`config.mk`:
```
export PLATFORM = sky130hd
export DESIGN_NAME = serial_mouse_report_shifter_core
export DESIGN_NICKNAME = d
export VERILOG_FILES = /design/src/rtl/core/smrs_pkg.sv /design/src/rtl/core/smrs_axis_accum.sv /design/src/rtl/core/serial_mouse_report_shifter_core.sv
export SDC_FILE = /design/constraint.sdc
export NUM_CORES = 1
export LEC_CHECK = 0
export BUFFER_PORTS_ARGS = -buffer_cell sky130_fd_sc_hd__buf_4
export CAP_MARGIN = 25
export CORE_MARGIN = 1
export CORE_UTILIZATION = 31
export DETAILED_ROUTE_END_ITERATION = 6
export PLACE_DENSITY = 0.55
export SYNTH_ARGS = -nofsm -noshare
export SYNTH_HDL_FRONTEND = slang
export SYNTH_SLANG_ARGS = --single-unit
```
`constraint.sdc`:
```
create_clock -name clock -period 4.9 [get_ports clock]
set_input_delay 0.98 -clock clock [delete_from_list [all_inputs] [get_ports clock]]
set_output_delay 0.98 -clock clock [all_outputs]
set_load 0.1 [all_outputs]
```
`src/rtl/core/smrs_pkg.sv`:
```
// Shared types and constants for the serial mouse report shifter.
// Used by smrs_axis_accum and serial_mouse_report_shifter_core; no dependencies.
`default_nettype none
package smrs_pkg;

   // Request kinds carried on req_tuser.
   typedef enum logic [1:0] {
      CMD_MOTION = 2'd0,
      CMD_STROBE = 2'd1,
      CMD_READ   = 2'd2,
      CMD_NONE   = 2'd3
   } cmd_type;

   // Field widths.
   localparam int unsigned DELTA_W  = 8;
   localparam int unsigned MAG_W    = 7;
   localparam int unsigned BTN_W    = 2;
   localparam int unsigned SENS_W   = 2;
   localparam int unsigned REPORT_W = 32;

   // Highest sensitivity that is ever reached before wrapping to zero.
   localparam logic [SENS_W-1:0] SENS_TOP = 2'd2;

   // Control from the core to one axis accumulator.
   typedef struct packed {
      logic add_en;  // add the scaled delta
      logic clear;   // clear after a report latch
   } axis_ctrl_type;

endpackage
`default_nettype wire

```
`src/rtl/core/smrs_axis_accum.sv`:
```
// One 8-bit wrapping motion accumulator with scaling and sign/magnitude output.
// Depends on smrs_pkg.
`default_nettype none
module smrs_axis_accum (
   input  wire logic                                 clock,
   input  wire logic                                 reset,
   input  wire smrs_pkg::axis_ctrl_type              ctrl,
   input  wire logic signed [smrs_pkg::DELTA_W-1:0]  delta,
   input  wire logic [1:0]                           shift_amt,
   output logic                                      sign,
   output logic [smrs_pkg::MAG_W-1:0]                magnitude
);

   logic [smrs_pkg::DELTA_W-1:0] accum_ff;
   logic [smrs_pkg::DELTA_W-1:0] accum_in;
   logic [smrs_pkg::DELTA_W-1:0] delta_mag;
   logic [smrs_pkg::DELTA_W-1:0] scaled;
   logic [smrs_pkg::DELTA_W-1:0] accum_abs;

   // Magnitude of the delta; the most negative value wraps to 128, which is right here.
   assign delta_mag = delta[smrs_pkg::DELTA_W-1] ? (smrs_pkg::DELTA_W'(0) - delta) : delta;
   // Shifting the magnitude truncates toward zero for either sign.
   assign scaled    = delta_mag >> shift_amt;

   // Next accumulator value.
   always_comb begin
      accum_in = accum_ff;
      if (ctrl.clear) begin
         accum_in = '0;
      end else if (ctrl.add_en) begin
         if (delta[smrs_pkg::DELTA_W-1]) begin
            accum_in = accum_ff - scaled;
         end else begin
            accum_in = accum_ff + scaled;
         end
      end
   end

   always_ff @(posedge clock) begin
      if (reset) begin
         accum_ff <= '0;
      end else begin
         accum_ff <= accum_in;
      end
   end

   // Sign and 7-bit magnitude for the report; -128 gives sign set, magnitude zero.
   assign sign      = accum_ff[smrs_pkg::DELTA_W-1];
   assign accum_abs = sign ? (smrs_pkg::DELTA_W'(0) - accum_ff) : accum_ff;
   assign magnitude = accum_abs[smrs_pkg::MAG_W-1:0];

endmodule
`default_nettype wire

```
`src/rtl/core/serial_mouse_report_shifter_core.sv`:
```
// Top level of the serial mouse report shifter: request register, state update, result register.
// Depends on smrs_pkg and smrs_axis_accum.
//
//   channel | direction | contents
//   req_    | in        | tuser = command, tdata = deltas, buttons, strobe level
//   rsp_    | out       | tdata = one report bit (data reads only)
//
// A request is registered on acceptance and processed from the request register; a read's bit
// is then registered in the result register. One request can be accepted every cycle while the
// request register advances, which it does unless it holds a read while the result register is
// full and stalled; reset is synchronous and clears the accumulators, report and all valid bits.
`default_nettype none
module serial_mouse_report_shifter_core (
   input  wire logic        clock,
   input  wire logic        reset,
   input  wire logic        req_tvalid,
   output logic             req_tready,
   input  wire logic [1:0]  req_tuser,   // [1:0] cmd
   // [7:0] delta_x, [15:8] delta_y, [17:16] button_bits, [18] strobe_level, [23:19] zero
   input  wire logic [23:0] req_tdata,
   output logic             rsp_tvalid,
   input  wire logic        rsp_tready,
   output logic [7:0]       rsp_tdata    // [0] data_bit, [7:1] zero
);

   // Request register.
   logic                                   stage_valid_ff;
   smrs_pkg::cmd_type                      stage_cmd_ff;
   logic signed [smrs_pkg::DELTA_W-1:0]    stage_dx_ff;
   logic signed [smrs_pkg::DELTA_W-1:0]    stage_dy_ff;
   logic [smrs_pkg::BTN_W-1:0]             stage_btn_ff;
   logic                                   stage_strobe_ff;

   // Block state.
   logic                                   strobe_held_ff;
   logic                                   strobe_held_in;
   logic [smrs_pkg::BTN_W-1:0]             buttons_ff;
   logic [smrs_pkg::BTN_W-1:0]             buttons_in;
   logic [smrs_pkg::SENS_W-1:0]            sens_ff;
   logic [smrs_pkg::SENS_W-1:0]            sens_in;
   logic [smrs_pkg::REPORT_W-1:0]          report_ff;
   logic [smrs_pkg::REPORT_W-1:0]          report_in;

   // Result register.
   logic                                   rsp_valid_ff;
   logic                                   rsp_valid_in;
   logic                                   rsp_bit_ff;
   logic                                   rsp_bit_in;

   logic                                   out_free;
   logic                                   stage_fire;
   logic                                   stage_is_read;
   logic                                   latch;
   logic [1:0]                             shift_amt;
   smrs_pkg::axis_ctrl_type                axis_ctrl;
   logic                                   x_sign;
   logic                                   y_sign;
   logic [smrs_pkg::MAG_W-1:0]             x_mag;
   logic [smrs_pkg::MAG_W-1:0]             y_mag;

   // Handshake: a read needs room in the result register, other commands never stall.
   assign out_free      = !rsp_valid_ff || rsp_tready;
   assign stage_is_read = (stage_cmd_ff == smrs_pkg::CMD_READ);
   assign stage_fire    = stage_valid_ff && (!stage_is_read || out_free);
   assign req_tready    = !stage_valid_ff || stage_fire;

   // Capture an accepted request.
   always_ff @(posedge clock) begin
      if (reset) begin
         stage_valid_ff <= 1'b0;
      end else if (req_tready) begin
         stage_valid_ff <= req_tvalid;
      end
      if (req_tready && req_tvalid) begin
         stage_cmd_ff    <= smrs_pkg::cmd_type'(req_tuser);
         stage_dx_ff     <= req_tdata[7:0];
         stage_dy_ff     <= req_tdata[15:8];
         stage_btn_ff    <= req_tdata[17:16];
         stage_strobe_ff <= req_tdata[18];
      end
   end

   // Scale shift is two minus sensitivity, or none for the unreachable level three.
   assign shift_amt = (sens_ff > smrs_pkg::SENS_TOP) ? 2'd0 : (smrs_pkg::SENS_TOP - sens_ff);

   // A falling strobe latches the report.
   assign latch = stage_fire && (stage_cmd_ff == smrs_pkg::CMD_STROBE)
                  && strobe_held_ff && !stage_strobe_ff;

   assign axis_ctrl.add_en = stage_fire && (stage_cmd_ff == smrs_pkg::CMD_MOTION);
   assign axis_ctrl.clear  = latch;

   smrs_axis_accum u_axis_x (
      .clock     (clock),
      .reset     (reset),
      .ctrl      (axis_ctrl),
      .delta     (stage_dx_ff),
      .shift_amt (shift_amt),
      .sign      (x_sign),
      .magnitude (x_mag)
   );

   smrs_axis_accum u_axis_y (
      .clock     (clock),
      .reset     (reset),
      .ctrl      (axis_ctrl),
      .delta     (stage_dy_ff),
      .shift_amt (shift_amt),
      .sign      (y_sign),
      .magnitude (y_mag)
   );

   // Command processing; the report shifts out MSB first with zeros filling behind.
   always_comb begin
      strobe_held_in = strobe_held_ff;
      buttons_in     = buttons_ff;
      sens_in        = sens_ff;
      report_in      = report_ff;
      rsp_valid_in   = rsp_valid_ff && !rsp_tready;
      rsp_bit_in     = rsp_bit_ff;
      if (stage_fire) begin
         case (stage_cmd_ff)
            smrs_pkg::CMD_MOTION: begin
               buttons_in = stage_btn_ff;
            end
            smrs_pkg::CMD_STROBE: begin
               strobe_held_in = stage_strobe_ff;
               if (latch) begin
                  report_in = {8'd0, buttons_ff, sens_ff, 3'd0, 1'b1,
                               y_sign, y_mag, x_sign, x_mag};
               end
            end
            smrs_pkg::CMD_READ: begin
               if (strobe_held_ff) begin
                  sens_in = (sens_ff >= smrs_pkg::SENS_TOP)
                            ? (sens_ff - smrs_pkg::SENS_TOP) : (sens_ff + 2'd1);
               end
               rsp_valid_in = 1'b1;
               rsp_bit_in   = report_ff[smrs_pkg::REPORT_W-1];
               report_in    = {report_ff[smrs_pkg::REPORT_W-2:0], 1'b0};
            end
            default: begin
            end
         endcase
      end
   end

   // State and result registers.
   always_ff @(posedge clock) begin
      if (reset) begin
         strobe_held_ff <= 1'b0;
         buttons_ff     <= '0;
         sens_ff        <= '0;
         report_ff      <= '0;
         rsp_valid_ff   <= 1'b0;
      end else begin
         strobe_held_ff <= strobe_held_in;
         buttons_ff     <= buttons_in;
         sens_ff        <= sens_in;
         report_ff      <= report_in;
         rsp_valid_ff   <= rsp_valid_in;
      end
      rsp_bit_ff <= rsp_bit_in;
   end

   assign rsp_tvalid = rsp_valid_ff;
   assign rsp_tdata  = {7'd0, rsp_bit_ff};

endmodule
`default_nettype wire
```
; ---- After elaboration in Yosys (flattened, before gate mapping)
; Cells that the tools add are included.
[word_totals]
register_bits = 77
out_inout_bits = 10
inputBits = 30
[classes]
mux = 12
eq_ne = 3
shift = 2
addsub = 11
reduce_logical = 23
magnitude_cmp = 2
[op_table]
columns = operator, count
row1 = 32-bit one-hot mux with 2 select lines, 1
row2 = 32-bit 2-to-1 mux, 1
row3 = 8-bit 2-to-1 mux, 4
row4 = 8-bit adder, 2
row5 = 8-bit by 2-bit right shift with 8-bit output, 2
row6 = 1-bit by 8-bit subtractor with 8-bit output (first input constant), 2
row7 = 8-bit subtractor, 2
row8 = 7-bit 2-to-1 mux, 2
row9 = 1-bit by 7-bit subtractor with 7-bit output (first input constant), 2
row10 = 1-bit logical AND, 7
row11 = 2-bit AND reduction, 3
row12 = 3-bit AND reduction, 2
row13 = 1-bit logical NOT, 5
row14 = 2-bit 2-to-1 mux, 2
row15 = 1-bit logical OR, 3
row16 = 2-bit by 1-bit adder with 2-bit output (second input constant), 1
row17 = 2-bit by 1-bit == test with 1-bit output (second input constant), 1
row18 = 2-bit == test (second input constant), 1
row19 = 2-bit greater-or-equal comparator (second input constant), 1
row20 = 2-bit greater-than comparator (second input constant), 1
row21 = 2-bit logical NOT, 1
row22 = 1-bit 2-to-1 mux, 2
row23 = 2-bit != test (second input constant), 1
row24 = 2-bit nonzero test, 1
row25 = 3 further kinds, 3

; ---- Logic depth before layout (Yosys ltp)
; Gate-level depths: netlist (run 1).
[depth]
depth_word = 9
mapped_depth = 20

; ---- Modules after synthesis
; From an unflattened synthesis (run 1), not the netlist that was laid out.
[hier_totals]
cells_unflattened = 578
area_unflattened_um2 = 5592.9
[modules_own_cells]
columns = mod, seq_area_each_um2, instances, area_per_inst_um2, cells_each
row1 = serial_mouse_report_shifter_core, 1441.4, 1, 2763.9, 210
row2 = smrs_axis_accum (u_axis_y), 160.2, 1, 1426.4, 193
row3 = smrs_axis_accum (u_axis_x), 160.2, 1, 1402.6, 175

; ---- Worst setup path before layout (run 1)
; No wires, ideal clock.
[synth_path]
path_kind = reg-to-reg
startpoint = register stage_dy_ff[2] (netlist bit)
endpoint = register u_axis_y.accum_ff[7] (netlist bit)
stages_incl_launch_ff = 17
arrival_time_ns = 3.693
path_buffers = 0
setup_slack_ns = 1.149
path_cell_list = edfxtp_1 -> or4b_2 -> o2111ai_1 -> o211ai_1 -> ha_1 -> nor2_1 -> a21oi_1 -> inv_1 -> ha_1 -> nor2b_1 -> o21ai_0 -> a21oi_1 -> o41ai_1 -> and4b_1 -> a221oi_1 -> a211o_1 -> nand2_1
[synth_between]
elab_chain_cells = 5
[synth_rtl]
columns = element, line
row1 = "start, declared", serial_mouse_report_shifter_core.sv:30  ; logic signed [smrs_pkg::DELTA_W-1:0] stage_dy_ff;
row2 = "start signal, assigned", serial_mouse_report_shifter_core.sv:77  ; stage_dy_ff <= req_tdata[15:8];
row3 = 1-bit by 8-bit subtractor with 8-bit output, smrs_axis_accum.sv:21  ; assign delta_mag = delta[smrs_pkg::DELTA_W-1] ? (smrs_pkg::DELTA_W'(0) - delta) : delta;
row4 = 8-bit 2-to-1 mux *, smrs_axis_accum.sv:21
row5 = 8-bit by 2-bit right shift with 8-bit output *, smrs_axis_accum.sv:23  ; assign scaled = delta_mag >> shift_amt;
row6 = 8-bit adder / 8-bit subtractor (equally long branches), "smrs_axis_accum.sv:34, smrs_axis_accum.sv:32"
row7 = 8-bit 2-to-1 mux *, smrs_axis_accum.sv:31  ; if (delta[smrs_pkg::DELTA_W-1]) begin
row8 = "end signal, assigned", smrs_axis_accum.sv:43  ; accum_ff <= accum_in;
row9 = "end, declared", smrs_axis_accum.sv:14  ; logic [smrs_pkg::DELTA_W-1:0] accum_ff;
; Every way passes the cells marked *; elsewhere a longest branch is shown, timed or not.
; A chain may end at the register's enable or synchronous reset.

; ---- Final worst setup path (run 1)
; Ends and elaborated chain as after synthesis.

==> parameters.txt, run 1 <==
Parameter                              Value

STA
  Layout Skew    0.00578 ns
  Worst Max-Slew Pin Slew    0.906 ns
  Relative slew margins    39.6%
  Count of final setup violators    0
  Sum of negative setup slack    0 ns
  Unrepaired setup endpoints after global routing    no
  Number of hold violations in the final report    0
  Maximum clock frequency    0.230 GHz
  Max Transition Viols Final    0
  Post-route minimum period    4.35 ns
  Final period util    88.8%

Global route
  Initial antenna violation count    0
  Overall overflow remaining after global route    0
  Wire length of the first global-routing pass    17200 um
  Overall global routing resource usage    13.3%
  Number of global-route vias before repair    3756
  Pin count of the biggest net entering global routing    41

Placed design
  RD Place Congestion    0.765
  Count of input and output buffers    27
  DP HPWL    7190 um

Synth
  Dominant register cell in the synthesized netlist    dfxtp_1
  Post-Synthesis Cells    566
  Sequential-to-total area share from yosys stat    36.8%
  Yosys warning count    0
  Number of flops mapped to enable cells by yosys    22
  Average size of a mapped cell    8.46 sq um
  Combined area of all synthesized cells    4790 sq um
  Synth area leaders    dfxtp_1 (23%), edfxtp_1 (14%), a21oi_1 (5.2%), ha_1 (5.2%), nand2_1 (4.9%)
  Cell taking the most area after synthesis    dfxtp_1
  Post-synth ARST share    0%
  Count of distinct cell types in the synthesized netlist    74
  Yosys top cell area share    23.0%
  Number of synthesized register bits    77

Drt
  Router iterations before antenna repair    4
  Via count    3905
  WL per Instance    13.0 um
  Vias per cell    5.10
  DR iter-0 viols    133
  Residual antenna-violating net count after detailed routing    0
  DRC violations left    0
  Drt total wl    9940 um

Pwr
  Peak VDD IR    0.166 mV
  Post-route total power    1.62 mW
  Power Dens Cells    299 nW/um^2
  Leakage    2.01 nW

Worst setup path
  Maximum fanout count along the critical path    6
  Reg-to-reg slack, setup    0.55 ns
  Worst reg-to-reg path cell count    16
  Endpoint arrival time on the critical path    4.59 ns
  CP Class    reg2reg
  Required @ worst endpoint    5.14 ns
  Critical register-to-register path endpoint    u_axis_y.accum_ff[7]
  Startpoint of the lowest-slack register-to-register path    stage_dy_ff[2]
  Crit. End Element    flop
  CP startpoint kind    flop
  Last element of the critical path    u_axis_y.accum_ff[7]
  Crit path from    stage_dy_ff[2]

Die
  Die outline height    126 um
  Die ar.    15900 sq um
  Initial cell density of the core    31.6%
  Placement row count    45
  Die Wd    126 um
  Core Region    15100 sq um
  Number of top-level design ports    40

Min path
  Start point of the worst min-delay path    report_ff[31]
  Hold WC Path Type    reg2reg

Clock tree
  Clock-pin slew on the worst setup and hold paths    0.06 ns
  Depth of the CTS H-tree    3
  Clock buffer depth    2
  Worst-skew pair later-pin latency    0.35 ns
  Clock sink total    77
  Clock tree from TritonCTS    done
  Number of buffers inserted during clock tree synthesis    9
  Quantity of gates resized following cts    0
  Post-CTS Hold Fix Bufs    0
  Buffer cell driving the clock tree root    clkbuf_16
  Post-CTS setup repair buffer count    0

Final layout
  Share of final-layout standard cells stronger than drive strength 1    11.2%
  # fillers    1555
  Number of diodes added for antenna fixing    0
  Total number of nets in the final design    626
  Area added between synthesis and finish    13.2%
  Final core occ    35.8%

Run
  Max-cap violations    0

Status
  Outcome    complete, no violations
==> routing by layer <==
metal | GRT usage, % | vias to the layer above | routed length [um]
met5 | 0 | - | 0
met4 | 5.95 | 0 | 178
met3 | 2.55 | 12 | 228
met2 | 23.2 | 46 | 4830
met1 | 15.9 | 1821 | 4700
li1 | - | 2026 | -
==> synth_stat cells, types with 3 or more instances <==
| library cell | count |
|---|---|
| nand3_1 | 9 |
| nand2_1 | 63 |
| nor3b_1 | 5 |
| a311oi_1 | 7 |
| a21oi_1 | 50 |
| nor3_1 | 8 |
| buf_4 | 8 |
| xnor2_1 | 15 |
| nor2b_1 | 18 |
| a211oi_1 | 12 |
| nor2_1 | 63 |
| inv_1 | 19 |
| dfxtp_1 | 55 |
| and2_1 | 3 |
| nand2b_1 | 12 |
| o21ai_0 | 18 |
| mux2i_1 | 8 |
| o211ai_1 | 14 |
| a22oi_1 | 13 |
| or3_1 | 8 |
| edfxtp_1 | 22 |
| ha_1 | 20 |
| o31ai_1 | 7 |
| clkbuf_1 | 29 |
| buf_1 | 4 |
| or2_2 | 3 |
| xor2_1 | 17 |
==> flip-flops by register name, summed over array words and instances (netlist names), 2 cells and up <==
name,count
buttons_ff,2
report_ff,32
sens_ff,2
stage_btn_ff,2
stage_cmd_ff,2
stage_dx_ff,8
stage_dy_ff,8
u_axis_x.accum_ff,8
u_axis_y.accum_ff,8
==> worst min path at each step <==
stage	to	slack, ns	depth (start not counted)
after floorplan	rsp_bit_ff	0.41	0
after global placement	rsp_bit_ff	0.42	0
after detailed placement	rsp_bit_ff	0.42	0
after CTS	rsp_bit_ff	0.44	0
after global routing	rsp_bit_ff	0.46	0
final	rsp_bit_ff	0.44	0
==> power breakdown <==
group | internal, mW | switching, mW
clock | 0.386 | 0.273
combinational | 0.109 | 0.154
sequential | 0.676 | 0.0229
total | 1.17 | 0.450
==> area by class of cell <==
type / count / area [sq um] / area share [%]
flip-flops and latches: 77 / 1760 / 32.5
inverters: 19 / 71.3 / 1.32
clock buffers: 11 / 264 / 4.87
well taps: 188 / 235 / 4.34
repair buffers: 33 / 265 / 4.89
clock inverters: 4 / 30.0 / 0.554
multi-input cells: 434 / 2790 / 51.5
==> worst max-delay path: stages, from the launching register on <==
cell       delay [ns]
edfxtp_1         0.47
or4b_2           0.72
o2111ai_1        0.14
o211ai_1         0.17
ha_1             0.31
nor2_1           0.04
a21oi_1          0.27
inv_1            0.08
ha_1             0.26
nor2b_1          0.12
o21ai_0          0.20
a21oi_1          0.14
o41ai_1          0.57
nor3_1           0.12
a221oi_1         0.40
a211o_1          0.19
nand2_1          0.04
==> metrics by stage <==
step | instance area [sq um] | std cells | hold WS (ns) | worst slack [ns]
floorplan | 4810 | 572 | 0.409 | 1.15
finish | 5420 | 766 | 0.435 | 0.549
detailed placement | 5100 | 750 | 0.420 | 0.570
global placement | 5100 | 750 | 0.416 | 0.768
global route | 5420 | 766 | 0.462 | 0.144
CTS | 5390 | 765 | 0.437 | 0.565
==> cell families after synthesis <==
family / count (synthesis) / share of synthesized area [%]
flip-flops: 77 / 36.8
XOR/XNOR: 33 / 6.20
adder cells (fa/ha/maj): 22 / 6.07
AO/OA/AOI/OAI: 150 / 21.3
multiplexers: 10 / 2.14
buffers and inverters: 61 / 5.44
other: 1 / 0.0784
AND/OR/NAND/NOR: 212 / 21.9
==> placed cells by master, fill, tap and decap left out, types with 14 or more instances in the layout <==
| cell | netlist | routed |
|---|---|---|
| dfxtp_1 | 55 | 55 |
| nand2_1 | 63 | 63 |
| inv_1 | 19 | 19 |
| xor2_1 | 17 | 17 |
| xnor2_1 | 15 | 15 |
| edfxtp_1 | 22 | 22 |
| nor2b_1 | 18 | 18 |
| a21oi_1 | 50 | 50 |
| o21ai_0 | 18 | 18 |
| buf_4 | 8 | 32 |
| o211ai_1 | 14 | 14 |
| nor2_1 | 63 | 63 |
| ha_1 | 20 | 20 |
(Power assumes the default switching activity.)
==> inputs of run 2 (changes only) <==
--- a/config.mk
+++ b/config.mk
@@ -13,4 +13,6 @@
 export PLACE_DENSITY = 0.55
 export SYNTH_ARGS = -nofsm -noshare
 export SYNTH_HDL_FRONTEND = slang
+export SYNTH_HIERARCHICAL = 1
 export SYNTH_SLANG_ARGS = --single-unit
+export TNS_END_PERCENT = 50
==> run 2 against run 1 <==
Net effect: clock skew rose by 0.0011 ns; die area rose by 17%; final cell count rose by 6.8%; sequential share of layout area fell by 4.1 points; combinational power rose by 21%; sequential power rose by 2%; via count rose by 9.1%; hold slack improved by 0.00077 ns; synthesized area rose by 17%; worst setup slack got worse by 0.0018 ns; critical path type unchanged; largest cell class unchanged; largest power group unchanged.
==> parameters.txt, run 2 <==
Parameter                              Value

Final layout
  Total number of nets in the final design    640 (+2.2%)
  Number of diodes added for antenna fixing    0 (unchanged)
  Area added between synthesis and finish    10.9%
  Register containing the most flip-flops in the final layout    report_ff
  Most frequent cells in the layout    dfxtp_1 (55), nor2_1 (47), buf_4 (41)
  # fillers    1742 (+12%)
  Share of final-layout standard cells stronger than drive strength 1    22.9% (+12 points)
  Number of flip-flops in the largest register    32 (unchanged)
  Most frequent standard cell in the layout excluding fill and tap cells    dfxtp_1

Min path
  Worst Hold Depth    0 (unchanged)
  Hold WC Path Type    reg2reg
  Worst-case hold path end point    rsp_bit_ff
  Start point of the worst min-delay path    report_ff[31]

Worst setup path
  Cell occurring most often along the worst timing path    ha_1
  Endpoint arrival time on the critical path    4.62 ns (+0.03 ns)
  Slowest cell delay on critical path    0.53 ns (-0.19 ns)
  Slowest stage cell, crit path    a2111o_2
  Worst-path cell chain    inv_1 > ha_1 > nor2b_2 > a221oi_2 > a2111o_2 > o2bb2ai_1 > nor2_1 > or3_1 > nand2_1 > ha_1 > and2_1 > o21ai_0 > a31oi_1 > o2111a_1 > or4_1 > a21oi_1
  Reg-to-reg slack, setup    0.55 ns (about the same)
  Worst reg-to-reg path cell count    16 (unchanged)
  Critical register-to-register path endpoint    u_axis_y/accum_ff[7]
  Maximum fanout count along the critical path    5 (-1)
  CP startpoint kind    flop
  Crit. End Element    flop
  CP Class    reg2reg
  Required @ worst endpoint    5.17 ns (+0.03 ns)
  Startpoint of the lowest-slack register-to-register path    stage_dy_ff[0]

Synth
  Top post-synthesis cells by count    dfxtp_1 (55), nor2_1 (47), mux2i_1 (35)
  Yosys warning count    6 (+6)
  Post-synth ARST share    0% (unchanged)
  Cell taking the most area after synthesis    dfxtp_1
  Yosys top cell area share    19.7% (-3.3 points)
  Synth area leaders    dfxtp_1 (20%), edfxtp_1 (12%), mux2i_1 (6.3%), a221oi_2 (5.1%), xnor2_1 (4.5%)
  Number of synthesized register bits    77 (unchanged)
  Most repeated cell in the gate-level netlist after synthesis    dfxtp_1
  Combined area of all synthesized cells    5590 sq um (+17%)
  Count of distinct cell types in the synthesized netlist    94 (+27%)
  Sequential-to-total area share from yosys stat    31.5% (-5.3 points)
  Number of flops mapped to enable cells by yosys    22 (unchanged)
  Post-Synthesis Cells    578 (+2.1%)
  Average size of a mapped cell    9.68 sq um (+14%)
  Dominant register cell in the synthesized netlist    dfxtp_1

Global route
  Met1 track demand over resource    15.5% (-0.40 points)
  Overall overflow remaining after global route    0 (unchanged)
  Wire length of the first global-routing pass    19300 um (+12%)
  GRT met3 Usage    3.02% (+0.47 points)
  Overall global routing resource usage    12.9% (-0.40 points)
  Pin count of the biggest net entering global routing    34 (-17%)
  Number of global-route vias before repair    4130 (+10%)
  Met2 Track Usage GR    22.7% (-0.56 points)
  Initial antenna violation count    0 (unchanged)
  Most Used Layer, Global Route    met2

Die
  Number of top-level design ports    40 (unchanged)
  Die Wd    136 um (+8.0%)
  Core Region    17500 sq um (+15%)
  Placement row count    48 (+6.7%)
  Initial cell density of the core    32.0% (+0.40 points)
  Die ar.    18600 sq um (+17%)
  Die outline height    136 um (+8.0%)

STA
  Final period util    88.8% (about the same)
  Relative slew margins    46.6% (+7.0 points)
  Sum of negative setup slack    0 ns (unchanged)
  Worst-case setup margin in the final layout    0.548 ns (-0.00183 ns)
  Post-route minimum period    4.35 ns (+0.00183 ns)
  Max Transition Viols Final    0 (unchanged)
  Count of final setup violators    0 (unchanged)
  Number of hold violations in the final report    0 (unchanged)
  Layout Skew    0.00691 ns (+0.00114 ns)
  Worst Max-Slew Pin Slew    0.797 ns (-0.109 ns)
  Unrepaired setup endpoints after global routing    no
  Maximum clock frequency    0.230 GHz (about the same)

Clock tree
  Clock-pin slew on the worst setup and hold paths    0.06 ns (about the same)
  Worst-skew pair later-pin latency    0.35 ns (about the same)
  Number of buffers inserted during clock tree synthesis    9 (unchanged)
  Post-CTS Hold Fix Bufs    0 (unchanged)
  Depth of the CTS H-tree    3 (unchanged)
  Clock sink total    77 (unchanged)
  Post-CTS setup repair buffer count    0 (unchanged)
  Buffer cell driving the clock tree root    clkbuf_16
  Clock buffer depth    2 (unchanged)
  Quantity of gates resized following cts    0 (unchanged)
  Clock tree from TritonCTS    done

Drt
  DRC violations left    0 (unchanged)
  Vias per cell    5.21 (+2.1%)
  DR iter-0 viols    151 (+14%)
  Drt total wl    11500 um (+16%)
  Via count    4259 (+9.1%)
  Residual antenna-violating net count after detailed routing    0 (unchanged)
  Router iterations before antenna repair    4 (unchanged)
  WL per Instance    14.1 um (+8.5%)

Pwr
  Power Dens Cells    275 nW/um^2 (-8.2%)
  Post-route total power    1.70 mW (+5.1%)
  Leakage    2.30 nW (+14%)
  Peak VDD IR    0.185 mV (+11%)

Run
  Max-cap violations    0 (unchanged)

Placed design
  DP HPWL    8590 um (+20%)
  Worst slack at placement    0.620 ns (+0.0504 ns)
  RD Place Congestion    0.776 (+1.5%)
  Count of input and output buffers    27 (unchanged)

Status
  Outcome    complete, no violations
==> run 2: worst max-delay path: cells and delay by family (launching register included) <==
family	cells	cell delay, ns
AO/OA/AOI/OAI	7	1.81
adder cells (fa/ha/maj)	2	0.49
buffers and inverters	1	0.09
flip-flops	1	0.45
AND/OR/NAND/NOR	6	1.42
==> run 2: where the power goes <==
group / leakage [nW] / internal, mW / switching, mW
Sequential: 0.660 / 0.679 / 0.0308
Clock: 0.148 / 0.399 / 0.277
Combinational: 1.50 / 0.140 / 0.178
Total: 2.30 / 1.22 / 0.486
==> run 2: cell families (layout without fill, tap and decap cells) <==
kind of cell	after synthesis	count (layout)	share of synthesized area [%]
and+or+nand+nor	161	161	16.3
DFF	77	77	31.5
other	1	7	0.0670
buffers and inverters	79	88	8.30
xor gates and xnor gates	35	35	5.48
AOI/OAI and AO/OA	165	165	26.3
adders and majority gates	22	22	5.19
muxes	38	38	6.87
==> run 2: metal layers <==
metal | part of all wire, % | wire, um
met5 | 0 | 0
met4 | 1.1 | 129
met3 | 3.3 | 383
met2 | 49 | 5600
met1 | 47 | 5410
==> run 2: through the flow <==
step | utilization, % | cells | hold slack [ns] | instance area (sq um)
floorplan | - | 584 | 0.408 | 5620
global placement | 33.5 | 800 | 0.414 | 5860
detailed placement | 33.6 | 801 | 0.422 | 5870
CTS | 35.3 | 817 | 0.436 | 6170
global route | 35.5 | 818 | 0.460 | 6200
finish | 35.5 | 818 | 0.436 | 6200
==> run 2: how the worst max path moves through the flow <==
stage	from	end	slack (ns)	depth (start not counted)
floorplan	stage_dy_ff[0]	u_axis_y/accum_ff[7]	1.08	16
global route	sens_ff[0]	u_axis_y/accum_ff[7]	0.28	18
detailed placement	stage_dy_ff[0]	u_axis_y/accum_ff[7]	0.62	16
global placement	stage_dy_ff[0]	u_axis_y/accum_ff[7]	0.67	16
CTS	stage_dy_ff[0]	u_axis_y/accum_ff[7]	0.60	16
finish	stage_dy_ff[0]	u_axis_y/accum_ff[7]	0.55	16
==> run 2: area by class of cell <==
class | count | area (sq um) | share of cell area (%)
multi-input cells | 428 | 3390 | 54.7
flip-flops and latches | 77 | 1760 | 28.4
repair buffers | 43 | 350 | 5.65
well taps | 225 | 282 | 4.54
clock buffers | 10 | 229 | 3.69
inverters | 29 | 114 | 1.84
clock inverters | 6 | 71.3 | 1.15
